## src/sv/evse_psc_pkg.sv

```systemverilog
`default_nettype none

package evse_psc_pkg;

    localparam int PORT_COUNT      = 8;
    localparam int RELAYS_PER_PORT = 2;
    localparam int PWM_FULL_SCALE  = 1000;

    localparam int AMPS_CODES = 128;

    localparam logic [1:0] MODE_EVAL   = 2'd0;
    localparam logic [1:0] MODE_TICK   = 2'd1;
    localparam logic [1:0] MODE_UPDATE = 2'd2;

    localparam logic [2:0] ST_UNDEF  = 3'd0;
    localparam logic [2:0] ST_IDLE   = 3'd1;
    localparam logic [2:0] ST_PAUSED = 3'd7;

    localparam logic [7:0] RELAY_PULSE_RESET = 8'd2;

    // wait, charge, fan
    localparam logic [7:0] POWER_MASK = 8'b0011_1000;
    // charge, fan, paused
    localparam logic [7:0] RELAY_MASK = 8'b1011_0000;

    localparam logic [2:0] TRANS_NEXT [0:7][0:7] = '{
        '{3'd0, 3'd1, 3'd0, 3'd0, 3'd0, 3'd0, 3'd1, 3'd0},
        '{3'd1, 3'd1, 3'd2, 3'd0, 3'd0, 3'd0, 3'd1, 3'd1},
        '{3'd0, 3'd1, 3'd3, 3'd3, 3'd0, 3'd0, 3'd1, 3'd1},
        '{3'd0, 3'd1, 3'd3, 3'd3, 3'd4, 3'd5, 3'd1, 3'd1},
        '{3'd0, 3'd0, 3'd0, 3'd3, 3'd4, 3'd5, 3'd1, 3'd7},
        '{3'd0, 3'd0, 3'd0, 3'd3, 3'd4, 3'd5, 3'd1, 3'd7},
        '{3'd0, 3'd1, 3'd2, 3'd0, 3'd0, 3'd0, 3'd1, 3'd1},
        '{3'd0, 3'd1, 3'd2, 3'd0, 3'd0, 3'd0, 3'd1, 3'd1}
    };

    localparam logic [11:0] TRANS_AGE [0:7][0:7] = '{
        '{12'd0, 12'd100, 12'd0,   12'd0,   12'd0,   12'd0,   12'd10, 12'd0},
        '{12'd0, 12'd0,   12'd100, 12'd0,   12'd0,   12'd0,   12'd0,  12'd0},
        '{12'd0, 12'd0,   12'd100, 12'd0,   12'd0,   12'd0,   12'd0,  12'd0},
        '{12'd0, 12'd0,   12'd0,   12'd0,   12'd100, 12'd100, 12'd0,  12'd0},
        '{12'd0, 12'd0,   12'd0,   12'd0,   12'd0,   12'd0,   12'd10, 12'd0},
        '{12'd0, 12'd0,   12'd0,   12'd0,   12'd0,   12'd0,   12'd10, 12'd0},
        '{12'd0, 12'd0,   12'd10,  12'd0,   12'd0,   12'd0,   12'd0,  12'd0},
        '{12'd0, 12'd0,   12'd10,  12'd0,   12'd0,   12'd0,   12'd10, 12'd2500}
    };

    typedef logic [9:0] pwm_tab_t [AMPS_CODES];

    function automatic pwm_tab_t build_pwm_tab();
        pwm_tab_t t;
        int       r;
        for (int a = 0; a < AMPS_CODES; a++)
        begin
            if (a < 50)
                r = (a * (PWM_FULL_SCALE / 5) + 6) / 12;
            else
                r = (a * (PWM_FULL_SCALE / 10) + 160 * (PWM_FULL_SCALE / 10) + 12) / 25;
            if (r > PWM_FULL_SCALE)
                r = PWM_FULL_SCALE;
            t[a] = r[9:0];
        end
        return t;
    endfunction

    localparam pwm_tab_t PWM_TAB = build_pwm_tab();
    localparam logic [9:0] PWM_FULL = 10'(PWM_FULL_SCALE);

    typedef struct packed {
        logic [1:0]  mode;
        logic [2:0]  port;
        logic [2:0]  measured_state;
        logic [14:0] state_age;
        logic        paused;
        logic        transition_allowed;
        logic [6:0]  current_amps;
    } in_beat_t;

    typedef struct packed {
        logic [2:0] port_state;
        logic [2:0] previous_state;
        logic       state_changed;
        logic       pwm_write;
        logic [9:0] pwm_value;
        logic       coil_event;
        logic [2:0] coil_port;
        logic       coil_latch;
        logic [1:0] coil_relay;
        logic       coil_energized;
        logic       relay_busy;
    } out_beat_t;

    typedef struct packed {
        logic capture;
        logic lookup;
        logic commit;
    } dp_cmd_t;

endpackage

`default_nettype wire

```

## src/sv/evse_psc_ctrl.sv

```systemverilog
`default_nettype none

module evse_psc_ctrl
    import evse_psc_pkg::*;
(
    input  wire logic    clk,
    input  wire logic    rst_n,
    input  wire logic    in_valid,
    output logic         in_stall,
    output logic         out_valid,
    input  wire logic    out_stall,
    output dp_cmd_t      cmd
);

    typedef enum logic [1:0] {
        S_IDLE,
        S_LOOK,
        S_EXEC
    } state_t;

    state_t state_reg;
    state_t state_next;
    logic   out_valid_reg;
    logic   out_valid_next;
    logic   slot_free;

    assign slot_free = !out_valid_reg || !out_stall;

    always_comb
    begin
        cmd            = '0;
        state_next     = state_reg;
        out_valid_next = out_valid_reg && out_stall;
        case (state_reg)
            S_IDLE:
            begin
                if (in_valid)
                begin
                    cmd.capture = 1'b1;
                    state_next  = S_LOOK;
                end
            end
            S_LOOK:
            begin
                cmd.lookup = 1'b1;
                state_next = S_EXEC;
            end
            S_EXEC:
            begin
                if (slot_free)
                begin
                    cmd.commit     = 1'b1;
                    out_valid_next = 1'b1;
                    state_next     = S_IDLE;
                end
            end
            default:
            begin
                state_next = S_IDLE;
            end
        endcase
    end

    always_ff @(posedge clk or negedge rst_n)
    begin
        if (!rst_n)
        begin
            state_reg     <= S_IDLE;
            out_valid_reg <= 1'b0;
        end
        else
        begin
            state_reg     <= state_next;
            out_valid_reg <= out_valid_next;
        end
    end

    assign in_stall  = (state_reg != S_IDLE);
    assign out_valid = out_valid_reg;

`ifndef SYNTHESIS
    a_commit_slot_free: assert property (@(posedge clk) disable iff (!rst_n)
        cmd.commit |-> (!out_valid_reg || !out_stall))
        else $error("result loaded over a pending beat");

    a_accept_then_busy: assert property (@(posedge clk) disable iff (!rst_n)
        (in_valid && !in_stall) |=> (in_stall && cmd.lookup))
        else $error("accepted beat not looked up");
`endif

endmodule

`default_nettype wire

```

## src/sv/evse_psc_dp.sv

```systemverilog
`default_nettype none

module evse_psc_dp
    import evse_psc_pkg::*;
(
    input  wire logic     clk,
    input  wire logic     rst_n,
    input  wire in_beat_t in_data,
    input  wire dp_cmd_t  cmd,
    input  wire logic     cfg_we,
    input  wire logic [7:0] cfg_wdata,
    output out_beat_t     out_data
);

    // captured beat and lookup stage
    in_beat_t    in_reg;
    logic        port_ok_reg;
    logic [2:0]  cur_reg;
    logic [2:0]  nxt_reg;
    logic [11:0] age_reg;
    logic        rc_reg;
    logic [9:0]  pwm_reg;
    out_beat_t   res_reg;
    out_beat_t   res_next;

    // architectural state
    logic [2:0]  port_states_reg  [PORT_COUNT];
    logic        relay_closed_reg [PORT_COUNT];
    logic [15:0] tick_count_reg;
    logic        seq_active_reg;
    logic [2:0]  seq_port_reg;
    logic [1:0]  seq_relay_reg;
    logic        seq_on_reg;
    logic [15:0] seq_start_reg;
    logic [7:0]  relay_pulse_reg;

    logic [15:0] tick_count_next;
    logic        seq_active_next;
    logic [2:0]  seq_port_next;
    logic [1:0]  seq_relay_next;
    logic        seq_on_next;
    logic [15:0] seq_start_next;
    logic        ps_we;
    logic [2:0]  ps_wdata;
    logic        rc_we;
    logic        rc_wdata;

    logic        port_ok_in;
    logic [2:0]  col;
    logic [2:0]  cur_in;
    logic        move;
    logic        relay_want;
    logic [15:0] tick_inc;
    logic [15:0] elapsed;
    logic [8:0]  need;
    logic [2:0]  relay_inc;

    assign port_ok_in = ({1'b0, in_reg.port} < 4'(PORT_COUNT));
    assign col        = in_reg.paused ? ST_PAUSED : in_reg.measured_state;
    assign cur_in     = port_ok_in ? port_states_reg[in_reg.port] : ST_UNDEF;

    always_ff @(posedge clk)
    begin
        if (cmd.capture)
            in_reg <= in_data;
        if (cmd.lookup)
        begin
            port_ok_reg <= port_ok_in;
            cur_reg     <= cur_in;
            nxt_reg     <= TRANS_NEXT[cur_in][col];
            age_reg     <= TRANS_AGE[cur_in][col];
            rc_reg      <= port_ok_in ? relay_closed_reg[in_reg.port] : 1'b0;
            pwm_reg     <= PWM_TAB[in_reg.current_amps];
        end
        if (cmd.commit)
            res_reg <= res_next;
    end

    assign move       = ({3'b0, age_reg} <= in_reg.state_age) && (nxt_reg != cur_reg)
                        && in_reg.transition_allowed;
    assign relay_want = RELAY_MASK[nxt_reg];
    assign tick_inc   = tick_count_reg + 16'd1;
    assign elapsed    = tick_inc - seq_start_reg;
    assign need       = {1'b0, relay_pulse_reg} + {8'b0, (seq_relay_reg == 2'd0)};
    assign relay_inc  = {1'b0, seq_relay_reg} + 3'd1;

    always_comb
    begin
        res_next        = '0;
        tick_count_next = tick_count_reg;
        seq_active_next = seq_active_reg;
        seq_port_next   = seq_port_reg;
        seq_relay_next  = seq_relay_reg;
        seq_on_next     = seq_on_reg;
        seq_start_next  = seq_start_reg;
        ps_we           = 1'b0;
        ps_wdata        = nxt_reg;
        rc_we           = 1'b0;
        rc_wdata        = relay_want;
        case (in_reg.mode)
            MODE_EVAL:
            begin
                if (port_ok_reg)
                begin
                    res_next.port_state     = cur_reg;
                    res_next.previous_state = cur_reg;
                    if (move)
                    begin
                        ps_we                  = 1'b1;
                        res_next.port_state    = nxt_reg;
                        res_next.state_changed = 1'b1;
                        res_next.pwm_write     = 1'b1;
                        res_next.pwm_value     = POWER_MASK[nxt_reg] ? pwm_reg : PWM_FULL;
                        if (relay_want != rc_reg)
                        begin
                            rc_we                   = 1'b1;
                            seq_port_next           = in_reg.port;
                            seq_relay_next          = 2'd0;
                            seq_start_next          = tick_count_reg;
                            seq_on_next             = relay_want;
                            seq_active_next         = 1'b1;
                            res_next.coil_event     = 1'b1;
                            res_next.coil_port      = in_reg.port;
                            res_next.coil_latch     = relay_want;
                            res_next.coil_relay     = 2'd0;
                            res_next.coil_energized = 1'b1;
                        end
                    end
                end
            end
            MODE_TICK:
            begin
                tick_count_next = tick_inc;
                if (seq_active_reg && (elapsed >= {7'b0, need}))
                begin
                    seq_relay_next      = relay_inc[1:0];
                    res_next.coil_event = 1'b1;
                    res_next.coil_port  = seq_port_reg;
                    res_next.coil_latch = seq_on_reg;
                    if (relay_inc >= 3'(RELAYS_PER_PORT))
                    begin
                        seq_active_next         = 1'b0;
                        res_next.coil_relay     = seq_relay_reg;
                        res_next.coil_energized = 1'b0;
                    end
                    else
                    begin
                        seq_start_next          = tick_inc;
                        res_next.coil_relay     = relay_inc[1:0];
                        res_next.coil_energized = 1'b1;
                    end
                end
            end
            MODE_UPDATE:
            begin
                if (port_ok_reg)
                begin
                    res_next.port_state     = cur_reg;
                    res_next.previous_state = cur_reg;
                    if (POWER_MASK[cur_reg])
                    begin
                        res_next.pwm_write = 1'b1;
                        res_next.pwm_value = pwm_reg;
                    end
                end
            end
            default:
            begin
                res_next = '0;
            end
        endcase
        res_next.relay_busy = seq_active_next;
    end

    always_ff @(posedge clk or negedge rst_n)
    begin
        if (!rst_n)
        begin
            for (int i = 0; i < PORT_COUNT; i++)
            begin
                port_states_reg[i]  <= ST_IDLE;
                relay_closed_reg[i] <= 1'b0;
            end
            tick_count_reg  <= '0;
            seq_active_reg  <= 1'b0;
            seq_port_reg    <= '0;
            seq_relay_reg   <= '0;
            seq_on_reg      <= 1'b0;
            seq_start_reg   <= '0;
            relay_pulse_reg <= RELAY_PULSE_RESET;
        end
        else
        begin
            if (cfg_we)
                relay_pulse_reg <= cfg_wdata;
            if (cmd.commit)
            begin
                if (ps_we)
                    port_states_reg[in_reg.port] <= ps_wdata;
                if (rc_we)
                    relay_closed_reg[in_reg.port] <= rc_wdata;
                tick_count_reg <= tick_count_next;
                seq_active_reg <= seq_active_next;
                seq_port_reg   <= seq_port_next;
                seq_relay_reg  <= seq_relay_next;
                seq_on_reg     <= seq_on_next;
                seq_start_reg  <= seq_start_next;
            end
        end
    end

    assign out_data = res_reg;

`ifndef SYNTHESIS
    a_seq_start_on_commit: assert property (@(posedge clk) disable iff (!rst_n)
        $rose(seq_active_reg) |-> $past(cmd.commit))
        else $error("coil sequence started outside commit");

    a_move_issues_pwm: assert property (@(posedge clk) disable iff (!rst_n)
        (cmd.commit && res_next.state_changed) |-> res_next.pwm_write)
        else $error("state change without pwm beat");
`endif

endmodule

`default_nettype wire

```

## src/sv/evse_port_state_controller_core.sv

```systemverilog
`default_nettype none

// channel  dir  handshake             payload
// in       in   in_valid / in_stall   in_data   (in_beat_t)
// out      out  out_valid / out_stall out_data  (out_beat_t)
// cfg      in   cfg_we                cfg_wdata (relay_pulse_ticks)
//
// every beat passes through three steps: capture, table and pwm lookup, commit
// the commit waits while the output register still holds an untaken beat
// in_stall is high from capture until the commit of that beat
// reset puts every port in idle, relays open, pulse length two ticks

module evse_port_state_controller_core
    import evse_psc_pkg::*;
(
    input  wire logic       clk,
    input  wire logic       rst_n,
    input  wire logic       in_valid,
    output logic            in_stall,
    input  wire in_beat_t   in_data,
    output logic            out_valid,
    input  wire logic       out_stall,
    output out_beat_t       out_data,
    input  wire logic       cfg_we,
    input  wire logic [7:0] cfg_wdata
);

    dp_cmd_t cmd;

    evse_psc_ctrl u_ctrl (
        .clk       (clk),
        .rst_n     (rst_n),
        .in_valid  (in_valid),
        .in_stall  (in_stall),
        .out_valid (out_valid),
        .out_stall (out_stall),
        .cmd       (cmd)
    );

    evse_psc_dp u_dp (
        .clk       (clk),
        .rst_n     (rst_n),
        .in_data   (in_data),
        .cmd       (cmd),
        .cfg_we    (cfg_we),
        .cfg_wdata (cfg_wdata),
        .out_data  (out_data)
    );

endmodule

`default_nettype wire
```

## config.mk

```make
export PLATFORM = sky130hd
export DESIGN_NAME = evse_port_state_controller_core
export DESIGN_NICKNAME = d
export VERILOG_FILES = /design/src/sv/evse_psc_pkg.sv /design/src/sv/evse_psc_ctrl.sv /design/src/sv/evse_psc_dp.sv /design/src/sv/evse_port_state_controller_core.sv
export SDC_FILE = /design/constraint.sdc
export NUM_CORES = 1
export LEC_CHECK = 0
export ABC_CLOCK_PERIOD_IN_PS = 12100
export BUFFER_PORTS_ARGS = -buffer_cell sky130_fd_sc_hd__buf_2
export CORE_MARGIN = 2
export CORE_UTILIZATION = 32
export DETAILED_ROUTE_END_ITERATION = 8
export HOLD_SLACK_MARGIN = 0.02
export PLACE_DENSITY = 0.55
export SLEW_MARGIN = 0
export SYNTH_ARGS = -nofsm -noshare
export SYNTH_HDL_FRONTEND = slang
export SYNTH_SLANG_ARGS = --single-unit
export TNS_END_PERCENT = 50
```

## constraint.sdc

```tcl
create_clock -name clk -period 12.1 [get_ports clk]
set_clock_uncertainty 0.1 [all_clocks]
set_input_delay 1.815 -clock clk [delete_from_list [all_inputs] [get_ports clk]]
set_output_delay 1.815 -clock clk [all_outputs]
set_load 0.01 [all_outputs]
```

==> results of run 1 <==
synth_stat cells (all sizes together), types with 6 or more instances:
master / instances / area, um^2
o22ai: 6 / 43.8
xnor2: 45 / 394
buf: 12 / 77.6
mux2: 46 / 526
clkbuf: 28 / 105
nand2: 82 / 308
a31oi: 14 / 87.6
dfrtp: 73 / 1830
o21ai: 29 / 156
nor2b: 7 / 43.8
edfxtp: 80 / 2400
o21a: 9 / 67.6
nor2: 66 / 248
nand3: 21 / 105
a22o: 6 / 52.6
inv: 53 / 199
ha: 51 / 638
and3: 6 / 37.5
a21oi: 36 / 188
dfstp: 9 / 236
nand2b: 10 / 70.1
nand4: 7 / 58.8
mux2i: 29 / 290
and2: 8 / 52.6
nor3: 16 / 90.1
xor2: 25 / 219
stage by stage:
stage | std cells | total power [mW] | utilization | area [um^2] | hold slack, ns
floorplan | 854 | 1.33 | - | 9250 | 0.344
global placement | 1277 | 1.51 | 0.349 | 9970 | 0.359
detailed placement | 1277 | 1.52 | 0.349 | 9970 | 0.364
CTS | 1309 | 2.10 | 0.371 | 10600 | 0.376
global route | 1309 | 2.23 | 0.371 | 10600 | 0.418
finish | 1309 | 2.07 | 0.371 | 10600 | 0.373
routing by layer:
metal | up-vias | track usage
met1 | 3054 | 0.188
met5 | - | 0
li1 | 3152 | -
met4 | 0 | 0.0368
met3 | 14 | 0.0326
met2 | 142 | 0.218
cell type report:
cell class                      count  area [um^2]
Multi-Input combinational cell    596         4350
Sequential cell                   165         4530
Fill cell                        2922        18000
Clock buffer                       22          518
Clock inverter                     10          104
Timing Repair Buffer               79          413
Tap cell                          384          480
Inverter                           53          199
report_power, final:
| group | total [mW] | switching [mW] | internal (mW) |
|---|---|---|---|
| sequential | 0.814 | 0.0894 | 0.725 |
| clock | 0.569 | 0.238 | 0.331 |
| combinational | 0.687 | 0.388 | 0.299 |
cells in the final DEF (no fill, tap or decap), types with 4 or more instances in the layout:
| master | instances |
|---|---|
| sky130_fd_sc_hd__ha_1 | 51 |
| sky130_fd_sc_hd__a21o_1 | 5 |
| sky130_fd_sc_hd__dfstp_2 | 9 |
| sky130_fd_sc_hd__buf_4 | 7 |
| sky130_fd_sc_hd__nor2b_1 | 7 |
| sky130_fd_sc_hd__nor2_1 | 65 |
| sky130_fd_sc_hd__a31oi_1 | 14 |
| sky130_fd_sc_hd__mux2i_1 | 29 |
| sky130_fd_sc_hd__mux2_2 | 43 |
| sky130_fd_sc_hd__nand2b_1 | 9 |
| sky130_fd_sc_hd__o22ai_1 | 5 |
| sky130_fd_sc_hd__nand3_1 | 21 |
| sky130_fd_sc_hd__dfrtp_1 | 73 |
| sky130_fd_sc_hd__o21ai_0 | 28 |
| sky130_fd_sc_hd__or2_2 | 4 |
| sky130_fd_sc_hd__inv_1 | 52 |
| sky130_fd_sc_hd__clkbuf_16 | 20 |
| sky130_fd_sc_hd__o21a_1 | 9 |
| sky130_fd_sc_hd__nor3_1 | 14 |
| sky130_fd_sc_hd__nand3b_1 | 4 |
| sky130_fd_sc_hd__xnor2_1 | 45 |
| sky130_fd_sc_hd__a21oi_1 | 34 |
| sky130_fd_sc_hd__xor2_1 | 25 |
| sky130_fd_sc_hd__nand2_1 | 82 |
| sky130_fd_sc_hd__a211oi_1 | 4 |
| sky130_fd_sc_hd__edfxtp_1 | 80 |
| sky130_fd_sc_hd__and3_1 | 6 |
| sky130_fd_sc_hd__a22o_1 | 6 |
| sky130_fd_sc_hd__or3_1 | 4 |
| sky130_fd_sc_hd__buf_2 | 72 |
| sky130_fd_sc_hd__and2_1 | 6 |
| sky130_fd_sc_hd__nand4_1 | 6 |
worst max path at each step:
stage / startpoint / endpoint / slack [ns] / cells past startpoint
finish: u_dp.tick_count_reg[0] / u_dp.seq_start_reg[0] / 7.36 / 16
global route: u_dp.tick_count_reg[0] / u_dp.seq_start_reg[15] / 6.95 / 16
CTS: u_dp.tick_count_reg[0] / u_dp.seq_start_reg[15] / 7.32 / 16
detailed placement: u_dp.tick_count_reg[0] / u_dp.seq_start_reg[15] / 7.35 / 16
global placement: u_dp.tick_count_reg[0] / u_dp.seq_start_reg[15] / 7.46 / 16
floorplan: u_dp.tick_count_reg[0] / u_dp.seq_start_reg[0] / 7.98 / 16
cell families (layout without fill, tap and decap cells):
| kind of cell | count (synthesis) | count (layout) |
|---|---|---|
| AOI/OAI and AO/OA | 150 | 150 |
| xor gates and xnor gates | 70 | 70 |
| adders and majority gates | 52 | 52 |
| buffers and inverters | 93 | 164 |
| DFF | 165 | 165 |
| muxes | 75 | 75 |
| and+or+nand+nor | 249 | 249 |
==> results.sh, run 1 <==
export IMPL_status="complete, no violations"
export IMPL_timing_critical_path_to_type="flop"
export IMPL_rsz0062_at_grt="false"
export IMPL_synth_edf_count=80
export IMPL_ir_worst_vdd_mv=0.109
export IMPL_synth_area_mm2=0.00925
export IMPL_timing_max_transition_violations_final=0
export IMPL_crit_path_top_delay_cell="sky130_fd_sc_hd__o41ai_1"
export IMPL_post_drt_wl_per_cell_um=15.2
export IMPL_clock_sinks=165
export IMPL_critical_path_reg2reg_startpoint="u_dp.tick_count_reg[0]"
export IMPL_grt_pass1_wl_mm=33.3
export IMPL_top_layer="met4"
export IMPL_pin_count_of_the_biggest_net_entering_global_routing=57
export IMPL_min_delay_worst_endpoint="u_dp.tick_count_reg[14]"
export IMPL_worst_setup_path_type="flop to flop"
export IMPL_num_io_pins=74
export IMPL_htree_num_levels=4
export IMPL_syn_mean_instance_area_um2=10.8
export IMPL_drt_pass1_iterations=5
export IMPL_cp_common_cell="sky130_fd_sc_hd__ha_1"
export IMPL_synth_simple_gate_area_frac=0.133
export IMPL_cts_root_buf="sky130_fd_sc_hd__clkbuf_16"
export IMPL_clk_transition_reported_paths_ns=0.07
export IMPL_route_met3_wl_um=848
export IMPL_power_density_cell_area_mw_per_mm2=195
export IMPL_timing_reg2reg_setup_slack_ns=7.36
export IMPL_cts_hold_repair_buffers=0
export IMPL_drc=0
export IMPL_finish_net_count=1009
export IMPL_final_setup_viol_count=0
export IMPL_start_util=0.324
export IMPL_final_routed_wirelength_mm=19.9
export IMPL_number_of_routed_nets_with_antenna_violations=0
export IMPL_detailed_route_via_count=6362
export IMPL_dp_hpwl_mm=14.2
export IMPL_final_hold_violations=0
export IMPL_io_buffers=73
export IMPL_synthArstFlopShare=0.497
export IMPL_largest_register_ffs=32
export IMPL_synth_adder_area_share=0.0711
export IMPL_cts_path_max_buffers=2
export IMPL_detail_route_vias_per_cell=4.86
export IMPL_seq_area_frac_synth=0.489
export IMPL_fp_dieW_um=174
export IMPL_post_route_worst_setup_slack_ns=7.36
export IMPL_post_synth_inst_count=854
export IMPL_ctsResizeCount=0
export IMPL_drive_above_1_share=0.201
export IMPL_routed_wl_met2_mm=9.21
export IMPL_achievable_frequency_ghz=0.211
export IMPL_worst_r2r_path_depth=16
export IMPL_synth_nets=951
export IMPL_std_cell_rows=62
export IMPL_die_area_mm2=0.0303
export IMPL_global_route_usage_over_all_layers=0.137
export IMPL_timing_rr_end="u_dp.seq_start_reg[0]"
export IMPL_tns_ns=0
export IMPL_finalCriticalPeriod_ns=4.74
export IMPL_post_synth_xor_area_fraction=0.0663
export IMPL_crit_arrival_ns=4.96
export IMPL_power_leakage_nw=4.48
export IMPL_netlist_cell_type_count=82
export IMPL_tightestPinTransition_ns=0.998
export IMPL_timing_critical_path_from_type="flop"
export IMPL_antenna_found_initial=0
export IMPL_worstPathCellList="ha_1 -> nand3_1 -> xnor2_1 -> ha_1 -> a21o_1 -> o41ai_1 -> xnor2_1 -> ha_1 -> a211oi_1 -> o21ai_0 -> o221ai_1 -> nand2_1 -> nor4_2 -> and2_4 -> o21ai_4 -> mux2_4"
export IMPL_slew_limit_headroom=0.333
export IMPL_worstPathBufferInverterCount=0
export IMPL_combinational_family_with_the_most_area_after_synthesis="simple AND/OR/NAND/NOR gates"
export IMPL_min_path_cells=1
export IMPL_worst_skew_pair_late_latency_ns=0.43
export IMPL_tritoncts_num_buffers=17
export IMPL_muxShareOfSynthArea=0.0882
export IMPL_drt_iter0_markers=396
export IMPL_tritoncts="yes"
export IMPL_area_growth_synth_to_final_pct=14.5
export IMPL_die_height_um=174
export IMPL_maxcap_violations=0
export IMPL_worst_hold_path_type="flop to flop"
export IMPL_synthFlopType="sky130_fd_sc_hd__edfxtp_1"
export IMPL_synth_seq_cells=165
export IMPL_required_ns=12.31
export IMPL_synth_yosys_warnings=0
export IMPL_number_of_global_route_vias_before_repair=6309
export IMPL_antennaDiodeCount=0
export IMPL_critical_path_top_delay_family="compound AO/OA/AOI/OAI gates"
export IMPL_hold_path_origin="u_dp.tick_count_reg[14]"
export IMPL_floorplan_core_area_mm2=0.0285
export IMPL_min_period_over_period=0.392
export IMPL_synth_compound_area_share=0.111
export IMPL_delay_contributed_by_the_slowest_stage_of_the_critical_path_ns=0.57
export IMPL_met1Wirelength_mm=9.67
export IMPL_post_cts_repair_setup_buffers=0
export IMPL_gpl_final_weighted_congestion=0.814
export IMPL_critical_path_max_fanout=16
export IMPL_grt_overflow=0
export IMPL_place_ws_ns=7.35
Note: power is estimated with default switching activity, not from simulation.
==> inputs of run 2 (changes only) <==
--- a/config.mk
+++ b/config.mk
@@ -5,13 +5,14 @@
 export SDC_FILE = /design/constraint.sdc
 export NUM_CORES = 1
 export LEC_CHECK = 0
-export ABC_CLOCK_PERIOD_IN_PS = 12100
+export ABC_AREA = 1
+export ABC_CLOCK_PERIOD_IN_PS = 4350
 export BUFFER_PORTS_ARGS = -buffer_cell sky130_fd_sc_hd__buf_2
 export CORE_MARGIN = 2
 export CORE_UTILIZATION = 32
 export DETAILED_ROUTE_END_ITERATION = 8
 export HOLD_SLACK_MARGIN = 0.02
-export PLACE_DENSITY = 0.55
+export PLACE_DENSITY = 0.57
 export SLEW_MARGIN = 0
 export SYNTH_ARGS = -nofsm -noshare
 export SYNTH_HDL_FRONTEND = slang
==> constraint.sdc (replaced) <==
create_clock -name clk -period 4.35 [get_ports clk]
set_clock_uncertainty 0.1 [all_clocks]
set_input_delay 0.6525 -clock clk [delete_from_list [all_inputs] [get_ports clk]]
set_output_delay 0.6525 -clock clk [all_outputs]
set_load 0.01 [all_outputs]
==> run 2 against run 1 <==
Sequential share of layout area decreased by 0.63 points. Total power rose to 3.5 times the previous value. First-iteration DRC count is 44% higher. Die area grew 0.59%. Synthesized area is 0.61% higher. Hold slack worse by 0.19 ns. Critical path type unchanged. Critical endpoint is now u_dp.out_data[3].
==> results.sh, run 2 <==
export IMPL_biggest_area_contributors_in_the_synthesized_netlist="sky130_fd_sc_hd__edfxtp_1, sky130_fd_sc_hd__dfrtp_1, sky130_fd_sc_hd__nand2_1"
export IMPL_min_period_over_period=0.904
export IMPL_finalHoldWorstSlack_ns=0.182
export IMPL_antennaDiodeCount=0
export IMPL_post_route_worst_setup_slack_ns=0.418
export IMPL_fp_dieW_um=175
export IMPL_ir_worst_vdd_mv=0.302
export IMPL_timing_max_transition_violations_final=0
export IMPL_synth_seq_cells=165
export IMPL_synth_nets=1207
export IMPL_rsz0062_at_grt="false"
export IMPL_die_height_um=175
export IMPL_clk_transition_reported_paths_ns=0.07
export IMPL_yosysMostFrequentCell="sky130_fd_sc_hd__nand2_1"
export IMPL_number_of_routed_nets_with_antenna_violations=0
export IMPL_final_hold_violations=0
export IMPL_seq_area_frac_synth=0.486
export IMPL_synth_edf_count=80
export IMPL_timing_critical_path_from_type="flop"
export IMPL_global_route_usage_over_all_layers=0.141
export IMPL_synth_yosys_warnings=0
export IMPL_synth_top_area_share=0.258
export IMPL_critical_path_max_fanout=5
export IMPL_use_met3=0.0304
export IMPL_power_leakage_nw=5.12
export IMPL_synth_area_mm2=0.00931
export IMPL_die_area_mm2=0.0305
export IMPL_grt_overflow=0
export IMPL_post_cts_repair_setup_buffers=0
export IMPL_antenna_found_initial=1
export IMPL_final_cell_mix="sky130_fd_sc_hd__nand2_1, sky130_fd_sc_hd__inv_1, sky130_fd_sc_hd__o21ai_0, sky130_fd_sc_hd__edfxtp_1, sky130_fd_sc_hd__dfrtp_1"
export IMPL_drc=0
export IMPL_final_setup_viol_count=0
export IMPL_pin_count_of_the_biggest_net_entering_global_routing=57
export IMPL_synth_adder_area_share=0.0707
export IMPL_drive_above_1_share=0.132
export IMPL_netlist_cell_type_count=55
export IMPL_synth_simple_gate_area_frac=0.213
export IMPL_std_cell_rows=62
export IMPL_synthArstFlopShare=0.497
export IMPL_post_synth_inst_count=1110
export IMPL_post_drt_wl_per_cell_um=13.0
export IMPL_place_ws_ns=0.438
export IMPL_worst_setup_path_type="flop to flop"
export IMPL_largest_register_ffs=32
export IMPL_maxcap_violations=0
export IMPL_floorplan_core_area_mm2=0.0287
export IMPL_tightestPinTransition_ns=0.809
export IMPL_clock_sinks=165
export IMPL_top_cells_by_count_synth="sky130_fd_sc_hd__nand2_1, sky130_fd_sc_hd__inv_1, sky130_fd_sc_hd__o21ai_0"
export IMPL_htree_num_levels=4
export IMPL_num_io_pins=74
export IMPL_area_growth_synth_to_final_pct=15.5
export IMPL_start_util=0.324
export IMPL_worst_skew_pair_late_latency_ns=0.44
export IMPL_achievable_frequency_ghz=0.254
export IMPL_post_synth_xor_area_fraction=0.0235
export IMPL_global_route_peak_usage_layer="met2"
export IMPL_drt_iter0_markers=569
export IMPL_detail_route_vias_per_cell=4.62
export IMPL_drt_pass1_iterations=5
export IMPL_combinational_family_with_the_most_area_after_synthesis="simple AND/OR/NAND/NOR gates"
export IMPL_synthFlopType="sky130_fd_sc_hd__edfxtp_1"
export IMPL_cts_root_buf="sky130_fd_sc_hd__clkbuf_16"
export IMPL_finish_net_count=1286
export IMPL_grt_use_met2=0.239
export IMPL_detailed_route_via_count=7321
export IMPL_worst_hold_path_type="input pin to async pin"
export IMPL_layout_commonest_cell="sky130_fd_sc_hd__nand2_1"
export IMPL_syn_mean_instance_area_um2=8.39
export IMPL_timing_critical_path_to_type="flop"
export IMPL_crit_arrival_ns=4.02
export IMPL_dp_hpwl_mm=15.5
export IMPL_synth_compound_area_share=0.122
export IMPL_final_routed_wirelength_mm=20.6
export IMPL_number_of_global_route_vias_before_repair=7108
export IMPL_synth_top_cell_by_area="sky130_fd_sc_hd__edfxtp_1"
export IMPL_tritoncts_num_buffers=17
export IMPL_cts_path_max_buffers=2
export IMPL_tritoncts="yes"
export IMPL_groute_layer_met1_usage=0.182
export IMPL_power_density_cell_area_mw_per_mm2=670
export IMPL_grt_pass1_wl_mm=34.8
export IMPL_slew_limit_headroom=0.459
export IMPL_finalCriticalPeriod_ns=3.93
export IMPL_required_ns=4.43
export IMPL_io_buffers=73
export IMPL_gpl_final_weighted_congestion=0.865
export IMPL_status="complete, no violations"
export IMPL_tns_ns=0
export IMPL_muxShareOfSynthArea=0.00363
[run 2: cell families after synthesis]
family,count (synthesis)
simple gates,468
compound gates,201
buf+inv,196
flops,165
fa+ha+maj,52
xor+xnor,25
mux,3
[run 2: path summary, 6_finish.rpt]
path                                   startpoint                      end  slack [ns]  cells after the start
max                        u_dp.tick_count_reg[0]         u_dp.out_data[3]        0.42                     25
min                                         rst_n  u_dp.relay_pulse_reg[7]        0.18                      1
max reg2reg                u_dp.tick_count_reg[0]         u_dp.out_data[3]        0.42                     25
min reg2reg                 u_dp.seq_start_reg[2]    u_dp.seq_start_reg[2]        0.38                      2
max in group asynchronous                   rst_n  u_dp.port_states_reg[3]        3.08                      2
min in group clk                       in_data[1]           u_dp.in_reg[1]        0.28                      1
[run 2: routing by layer]
metal  part of all wire  vias up
met4              0.012        2
met1               0.47     3335
met2               0.48      137
met3              0.038       21
met5            0.00058        -
li1                   -     3826
[run 2: critical path, cell delays in order (launching register included)]
cell	delay [ns]
sky130_fd_sc_hd__dfrtp_1	0.46
sky130_fd_sc_hd__ha_1	0.22
sky130_fd_sc_hd__nand2_1	0.07
sky130_fd_sc_hd__nor2_1	0.13
sky130_fd_sc_hd__inv_2	0.05
sky130_fd_sc_hd__nor2_1	0.17
sky130_fd_sc_hd__inv_1	0.08
sky130_fd_sc_hd__nand2_1	0.07
sky130_fd_sc_hd__inv_1	0.05
sky130_fd_sc_hd__ha_1	0.33
sky130_fd_sc_hd__nand2_1	0.12
sky130_fd_sc_hd__inv_1	0.05
sky130_fd_sc_hd__a21oi_1	0.13
sky130_fd_sc_hd__nand2_1	0.13
sky130_fd_sc_hd__xor2_1	0.17
sky130_fd_sc_hd__ha_1	0.31
sky130_fd_sc_hd__a21oi_1	0.15
sky130_fd_sc_hd__nand2_1	0.07
sky130_fd_sc_hd__nand2_1	0.06
sky130_fd_sc_hd__nand2_1	0.05
sky130_fd_sc_hd__nor2_1	0.11
sky130_fd_sc_hd__nand3_2	0.15
sky130_fd_sc_hd__nand3_1	0.15
sky130_fd_sc_hd__inv_1	0.13
sky130_fd_sc_hd__nand3_1	0.09
sky130_fd_sc_hd__o21ai_0	0.08
[run 2: area by class of cell]
cell class / instances / area, um^2
Inverter: 176 / 661
Sequential cell: 165 / 4530
Fill cell: 3001 / 18000
Timing Repair Buffer: 80 / 420
Multi-Input combinational cell: 749 / 4040
Tap cell: 384 / 480
Clock inverter: 15 / 198
Clock buffer: 17 / 425
[run 2: per-stage QoR]
step | utilization | cell area [um^2] | instances | total power, mW
final | 0.375 | 10800 | 1586 | 7.21
after global routing | 0.375 | 10800 | 1586 | 7.91
after CTS | 0.374 | 10700 | 1586 | 7.28
after detailed placement | 0.353 | 10100 | 1554 | 5.66
after global placement | 0.353 | 10100 | 1554 | 5.64
after floorplan | - | 9310 | 1110 | 4.86
[run 2: where the power goes]
group | switching (mW) | internal [mW] | leakage [nW]
clock network | 0.739 | 0.843 | 0.306
registers | 0.266 | 2.09 | 1.76
logic | 2.06 | 1.21 | 3.05
total | 3.06 | 4.14 | 5.12
[run 2: repair_timing]
action	CTS	global route
resized for setup	0	1
endpoints found under the setup margin	0	7
hold buffers	0	0
==> inputs of run 3 (changes only) <==
--- a/config.mk
+++ b/config.mk
@@ -12,7 +12,6 @@
 export CORE_UTILIZATION = 32
 export DETAILED_ROUTE_END_ITERATION = 8
 export HOLD_SLACK_MARGIN = 0.02
-export PLACE_DENSITY = 0.57
 export SLEW_MARGIN = 0
 export SYNTH_ARGS = -nofsm -noshare
 export SYNTH_HDL_FRONTEND = slang
==> run 3 against run 2 <==
Die area is the same. Utilization shrank 0.078 points. Hold slack lost 0.026 ns. Global-route usage grew 0.059 points. First-iteration DRC count grew 2.8%. Largest cell class unchanged.
==> results.sh, run 3 (synthesized netlist as in run 2, its figures left out) <==
export IMPL_tns_ns=0
export IMPL_area_growth_synth_to_final_pct=15.3
export IMPL_pin_count_of_the_biggest_net_entering_global_routing=56
export IMPL_crit_arrival_ns=3.97
export IMPL_final_hold_violations=0
export IMPL_critical_path_top_delay_family="simple AND/OR/NAND/NOR gates"
export IMPL_crit_path_top_delay_cell="sky130_fd_sc_hd__dfrtp_2"
export IMPL_drt_pass1_iterations=5
export IMPL_final_cell_mix="sky130_fd_sc_hd__nand2_1, sky130_fd_sc_hd__inv_1, sky130_fd_sc_hd__o21ai_0, sky130_fd_sc_hd__edfxtp_1"
export IMPL_ir_worst_vdd_mv=0.324
export IMPL_largest_register_ffs=32
export IMPL_finish_net_count=1285
export IMPL_global_route_usage_over_all_layers=0.142
export IMPL_cts_root_buf="sky130_fd_sc_hd__clkbuf_16"
export IMPL_number_of_routed_nets_with_antenna_violations=0
export IMPL_slew_limit_headroom=0.459
export IMPL_num_io_pins=74
export IMPL_drc=0
export IMPL_final_routed_wirelength_mm=20.5
export IMPL_finalHoldWorstSlack_ns=0.156
export IMPL_maxcap_violations=0
export IMPL_std_cell_rows=62
export IMPL_clk_transition_reported_paths_ns=0.07
export IMPL_clock_sinks=165
export IMPL_grt_overflow=0
export IMPL_gpl_final_weighted_congestion=0.875
export IMPL_number_of_global_route_vias_before_repair=7202
export IMPL_htree_num_levels=4
export IMPL_cts_path_max_buffers=2
export IMPL_delay_contributed_by_the_slowest_stage_of_the_critical_path_ns=0.43
export IMPL_required_ns=4.44
export IMPL_fp_dieW_um=175
export IMPL_die_height_um=175
export IMPL_dp_hpwl_mm=15.5
export IMPL_detail_route_vias_per_cell=4.72
export IMPL_detailed_route_via_count=7483
export IMPL_fin_area_mm2=0.0107
export IMPL_post_cts_repair_setup_buffers=0
export IMPL_placement_cell_area_mm2=0.0101
export IMPL_tightestPinTransition_ns=0.812
export IMPL_io_buffers=73
export IMPL_drive_above_1_share=0.132
export IMPL_worst_hold_path_type="input pin to async pin"
export IMPL_antennaDiodeCount=0
export IMPL_drt_iter0_markers=585
export IMPL_min_period_over_period=0.893
export IMPL_tritoncts_num_buffers=17
export IMPL_die_area_mm2=0.0305
export IMPL_critical_path_max_fanout=5
export IMPL_status="complete, no violations"
export IMPL_worstPathBufferInverterCount=5
export IMPL_floorplan_core_area_mm2=0.0287
export IMPL_finalCriticalPeriod_ns=3.89
export IMPL_power_density_cell_area_mw_per_mm2=667
export IMPL_power_leakage_nw=5.10
export IMPL_timing_critical_path_to_type="flop"
export IMPL_achievable_frequency_ghz=0.257
export IMPL_worst_skew_pair_late_latency_ns=0.44
export IMPL_final_setup_viol_count=0
export IMPL_post_drt_wl_per_cell_um=13.0
export IMPL_start_util=0.324
export IMPL_timing_critical_path_from_type="flop"
export IMPL_grt_pass1_wl_mm=35.0
export IMPL_rsz0062_at_grt="false"
export IMPL_timing_max_transition_violations_final=0
export IMPL_worst_setup_path_type="flop to flop"
export IMPL_tritoncts="yes"
export IMPL_antenna_found_initial=0
export IMPL_cp_common_cell="sky130_fd_sc_hd__nand2_1"
export IMPL_layout_commonest_cell="sky130_fd_sc_hd__nand2_1"
==> run 3: final timing paths <==
path                                        start                       end  slack [ns]  cells after the start
setup / recovery           u_dp.tick_count_reg[0]          u_dp.out_data[3]        0.46                     25
hold reg to reg             u_dp.seq_start_reg[4]     u_dp.seq_start_reg[4]        0.38                      2
hold / removal                              rst_n   u_dp.relay_pulse_reg[7]        0.16                      1
setup reg to reg           u_dp.tick_count_reg[0]          u_dp.out_data[3]        0.46                     25
min in group clk                       in_data[0]            u_dp.in_reg[0]        0.28                      1
max in group asynchronous                   rst_n  u_dp.port_states_reg[15]        3.08                      2
==> run 3: through the flow <==
stage                util  instances  total power [mW]  worst slack [ns]
global placement    0.352       1553              5.62             0.527
finish              0.374       1585              7.15             0.465
global route        0.374       1585              7.89            0.0433
detailed placement  0.352       1553              5.66             0.412
CTS                 0.373       1585              7.23             0.396
floorplan               -       1110              4.86             0.931
==> run 3: final cells by class <==
type,count,area [um^2]
multi-input combinational,749,4040
clock buffer,17,425
timing repair buffer,79,413
fill,2974,18000
clock inverter,15,181
inverter,176,661
tap,384,480
sequential,165,4530
==> run 3: report_power, final <==
part,leakage (nW),internal (mW),switching (mW)
Sequential,1.76,2.09,0.264
Combinational,3.05,1.22,2.06
Clock,0.289,0.780,0.751
Total,5.10,4.08,3.07
==> run 3: routing by layer <==
layer	vias up	global-route usage	part of all wire
met4	0	0.0434	0.016
met2	164	0.235	0.48
met3	25	0.0304	0.041
met1	3464	0.186	0.47
li1	3830	-	-
met5	-	0	0
==> run 3: timing repair <==
item,CTS,global route
hold buffers,0,0
resized for setup,0,2
endpoints found under the hold margin,0,0
endpoints found under the setup margin,0,14
